[config.mk]
export PLATFORM = sky130hd
export DESIGN_NAME = fcull_mac
export DESIGN_NICKNAME = d
export VERILOG_FILES = /design/src/rtl/core/fcull_pkg.sv /design/src/rtl/core/fcull_mac.sv
export SDC_FILE = /design/constraint.sdc
export NUM_CORES = 2
export LEC_CHECK = 0
export BUFFER_PORTS_ARGS = -buffer_cell sky130_fd_sc_hd__buf_2
export CORE_ASPECT_RATIO = 0.7
export CORE_MARGIN = 4
export CORE_UTILIZATION = 51
export CTS_CLUSTER_SIZE = 20
export DETAILED_ROUTE_END_ITERATION = 8
export GPL_TIMING_DRIVEN = 0
export PLACE_DENSITY_LB_ADDON = 0.3
export SYNTH_ARGS = -nofsm -noshare
export SYNTH_HDL_FRONTEND = slang
export SYNTH_SLANG_ARGS = --single-unit
export TNS_END_PERCENT = 30
[constraint.sdc]
create_clock -name clk -period 10.1 [get_ports clk]
set_clock_uncertainty 0.15 [all_clocks]
set_input_delay 0.505 -clock clk [delete_from_list [all_inputs] [get_ports clk]]
set_output_delay 0.505 -clock clk [all_outputs]
set_load 0.05 [all_outputs]
[src/rtl/core/fcull_pkg.sv]
// Shared types and codes for the frustum culling block.
package fcull_pkg;

  localparam logic [1:0] ACT_LOAD   = 2'd0;
  localparam logic [1:0] ACT_POINT  = 2'd1;
  localparam logic [1:0] ACT_SPHERE = 2'd2;
  localparam logic [1:0] ACT_BOX    = 2'd3;

  localparam logic [1:0] DEC_FAIL  = 2'd0;
  localparam logic [1:0] DEC_PLANE = 2'd1;
  localparam logic [1:0] DEC_BOX   = 2'd2;

  localparam int BOUND_SLOTS  = 6;
  localparam int CORNER_COUNT = 8;
  localparam int ACC_W        = 68;

  typedef struct packed {
    logic        [1:0]  action;
    logic        [4:0]  slot;
    logic signed [31:0] load_value;
    logic signed [31:0] x_lo;
    logic signed [31:0] y_lo;
    logic signed [31:0] z_lo;
    logic signed [31:0] x_hi;
    logic signed [31:0] y_hi;
    logic signed [31:0] z_hi;
    logic signed [31:0] radius;
  } cull_in_t;

  typedef struct packed {
    logic       visible;
    logic [1:0] decided_by;
  } cull_out_t;

  typedef struct packed {
    logic mul_en;
    logic acc_en;
    logic acc_first;
  } mac_ctrl_t;

endpackage

[src/rtl/core/fcull_mac.sv]
// Shared multiply-accumulate unit with plane sign check.
module fcull_mac import fcull_pkg::*; #(
  parameter int FRAC_BITS = 16
) (
  input  logic               clk,
  input  mac_ctrl_t          ctrl,
  input  logic signed [31:0] mul_a,
  input  logic signed [31:0] mul_b,
  input  logic signed [32:0] offs,
  output logic               positive
);

  logic signed [63:0]    prod_r;
  logic signed [ACC_W-1:0] acc_r;
  logic signed [ACC_W-1:0] acc_base;
  logic signed [ACC_W-1:0] fin_sum;

  assign acc_base = ctrl.acc_first ? '0 : acc_r;

  always_ff @(posedge clk) begin
    if (ctrl.mul_en) begin
      prod_r <= mul_a * mul_b;
    end
    if (ctrl.acc_en) begin
      acc_r <= acc_base + ACC_W'(prod_r);
    end
  end

  // add offset minus threshold, shifted left by FRAC_BITS to the product scale
  assign fin_sum  = acc_r + (ACC_W'(offs) <<< FRAC_BITS);
  assign positive = !fin_sum[ACC_W-1] && (|fin_sum);

endmodule
==> results by group <==
Run status
  • Status: complete, no violations

Floorplan
  • Core area: 92390 um^2
  • Cell row count: 93
  • Die H: 263.8 um
  • Ports: 102
  • Die X: 373.4 um
  • Die area: 98500 um^2
  • Initial Util: 0.5160

Yosys
  • Predominant post-synthesis flop cell: edfxtp_1
  • Synth top area share: 0.4552
  • Post-synthesis sequential area ratio: 0.08315
  • Post-Syn Nets: 6644
  • FF+latch count, synth: 132
  • Yosys top cell by area: fa_1
  • Synth top area cells: fa_1 (46%), inv_1 (8.4%), edfxtp_1 (8.3%)
  • Ys async rst share: 0
  • Synth Cell Area: 47670 um^2
  • Ys Warns: 0
  • Gate Count Post-Synth: 5157
  • Number of flops mapped to enable cells by yosys: 132
  • Syn avg cell area: 9.244 um^2
  • Yosys cell types: 77

Detailed routing
  • # DRC: 0
  • Vias/cell: 5.671
  • Vias: 37.06k
  • DRT Pass-1 Iters: 5
  • DRT iter0 DRCs: 3962
  • Routed wire length: 156900 um
  • Antenna violation net count after detailed routing: 0
  • Drt wl/cell: 24.02 um

Timing
  • Period minus WS final: 9721 ps
  • Tcrit/Tclk final: 0.9625
  • Worst Tran Pin Value: 1295 ps
  • Fmax: 102.9 MHz
  • Relative slew slack: 0.1143
  • Endpoints failing hold: 0
  • Count of final setup violators: 0
  • Slew Limit Fails: 0
  • RSZ-0062 raised after global routing: no

Hold path
  • Number of cells on the worst hold path: 1
  • Hold path startpoint: prod_r[0]
  • Tightest Hold Check Type: register to register
  • Hold endpoint: acc_r[0]

Global route
  • Initial antenna violation count: 15
  • First-pass GRT wire length: 240600 um
  • Vias in the first global route: 38.68k
  • Total GRT Usage: 0.3253
  • GRT overflow: 0
  • Largest net degree at the start of global routing: 69

Clock tree
  • Hold Buf Count CTS: 0
  • CTS tree: built
  • Clock Pin Slew Worst Setup and Hold Paths: 60 ps
  • Skew-Pair Late Insertion Delay: 450 ps
  • Total CTS buffers: 17
  • Clk buf depth: 2
  • Clk sinks: 132
  • H-tree levels: 4
  • Clock root cell: clkbuf_16

Worst setup path
  • WP data arrival: 9750 ps
  • Reg2Reg Launch Point: acc_r[0]
  • Worst Setup End Kind: register
  • Reg2Reg Setup Slack: 5240 ps
  • Reg2Reg Depth: 16
  • WP buf/inv: 7
  • Slowest stage cell, crit path: a2111oi_0
  • Worst R2R End: acc_r[64]
  • Startpoint type of the worst setup path: primary input
  • Path type of the worst setup path: primary input to register
  • Worst-path fanout max: 10
  • Max stage delay on crit path: 1070 ps
  • Crit path from: mul_a[14]
  • WP data required: 10130 ps
  • CP most frequent cell: fa_1
  • Top delay family on crit path: adder cells

Finish
  • Most common cell after layout, fill and taps aside: fa_1
  • Layout Utilization: 0.5454
  • Area delta synth->final: 5.711%
  • Layout cells sized above 1: 0.03270
  • Most frequent cells in the layout: fa_1 (1084), inv_1 (1072), nand2_1 (609)
  • Nets: 6765

Placement
  • Placer Congestion: 1.034
  • HPWL after DPL: 135600 um
  • IO Port Bufs: 101

Job
  • Maxcap violations: 0
layout make-up:
| cell class | count | area, um^2 |
|---|---|---|
| fill | 8571 | 42000 |
| multi-input combinational | 3706 | 38750 |
| inverter | 1072 | 4024 |
| sequential | 132 | 3964 |
| tap | 1235 | 1545 |
| buffer | 247 | 955.9 |
| timing repair buffer | 102 | 538.0 |
| clock buffer | 17 | 425.4 |
| clock inverter | 15 | 170.2 |
| antenna | 8 | 20.02 |
kinds of logic (layout without fill, tap and decap cells):
logic type	after synthesis	count (layout)	share of synthesized area
xor+xnor	165	165	0.03032
other cells	0	8	0
fa+ha+maj	1386	1386	0.5345
mux	4	4	0.0008662
buf+inv	1319	1453	0.1041
simple gates	1552	1552	0.1656
flops	132	132	0.08315
compound gates	599	599	0.08147
registers in the layout, indices dropped and copies added (netlist names):
| signal | flops |
|---|---|
| acc_r | 68 |
| prod_r | 64 |
worst max path at each step:
| stage | end | slack, ps | depth (start not counted) |
|---|---|---|---|
| after floorplan | prod_r[63] | 1990 | 25 |
| after global placement | prod_r[63] | 4 | 27 |
| after detailed placement | prod_r[63] | -100 | 29 |
| after CTS | prod_r[63] | 340 | 29 |
| after global routing | prod_r[61] | 90 | 28 |
| final | prod_r[61] | 380 | 28 |
per-layer routing:
metal,GRT usage,wire length [um]
met1,0.4694,66420
met2,0.4549,62910
met3,0.1199,21370
met4,0.1027,6075
met5,0.004354,168
stage by stage:
| stage | cells | hold slack (ps) | setup slack (ps) | setup TNS (ps) | instance area [um^2] |
|---|---|---|---|---|---|
| after detailed placement | 6494 | 396.3 | -97.57 | -97.57 | 49750 |
| after CTS | 6526 | 417.7 | 339.1 | 0 | 50350 |
| after global routing | 6526 | 423.7 | 90.47 | 0 | 50370 |
| after global placement | 6493 | 394.4 | 3.650 | 0 | 49720 |
| after floorplan | 5157 | 375.7 | 1987 | 0 | 47670 |
| final | 6534 | 417.6 | 378.6 | 0 | 50390 |
cells in the mapped netlist (all sizes together), types with 100 or more instances:
cell    count
clkbuf    244
xnor2     110
nand2     609
nor2b     109
ha        302
and2      515
a21oi     193
a21o      100
fa       1084
edfxtp    132
nor2      109
o21ai     104
inv      1072
timing repair:
| action | 4_1_cts | 5_1_grt |
|---|---|---|
| endpoints found under the hold margin | 0 | 0 |
| buffers inserted | 0 | 0 |
| gates resized for setup | 0 | 19 |
| endpoints found under the setup margin | 0 | 2 |
Power is left out: the tool's default activity adds up to more than one toggle a clock period on the data nets, which glitch-free logic cannot reach.
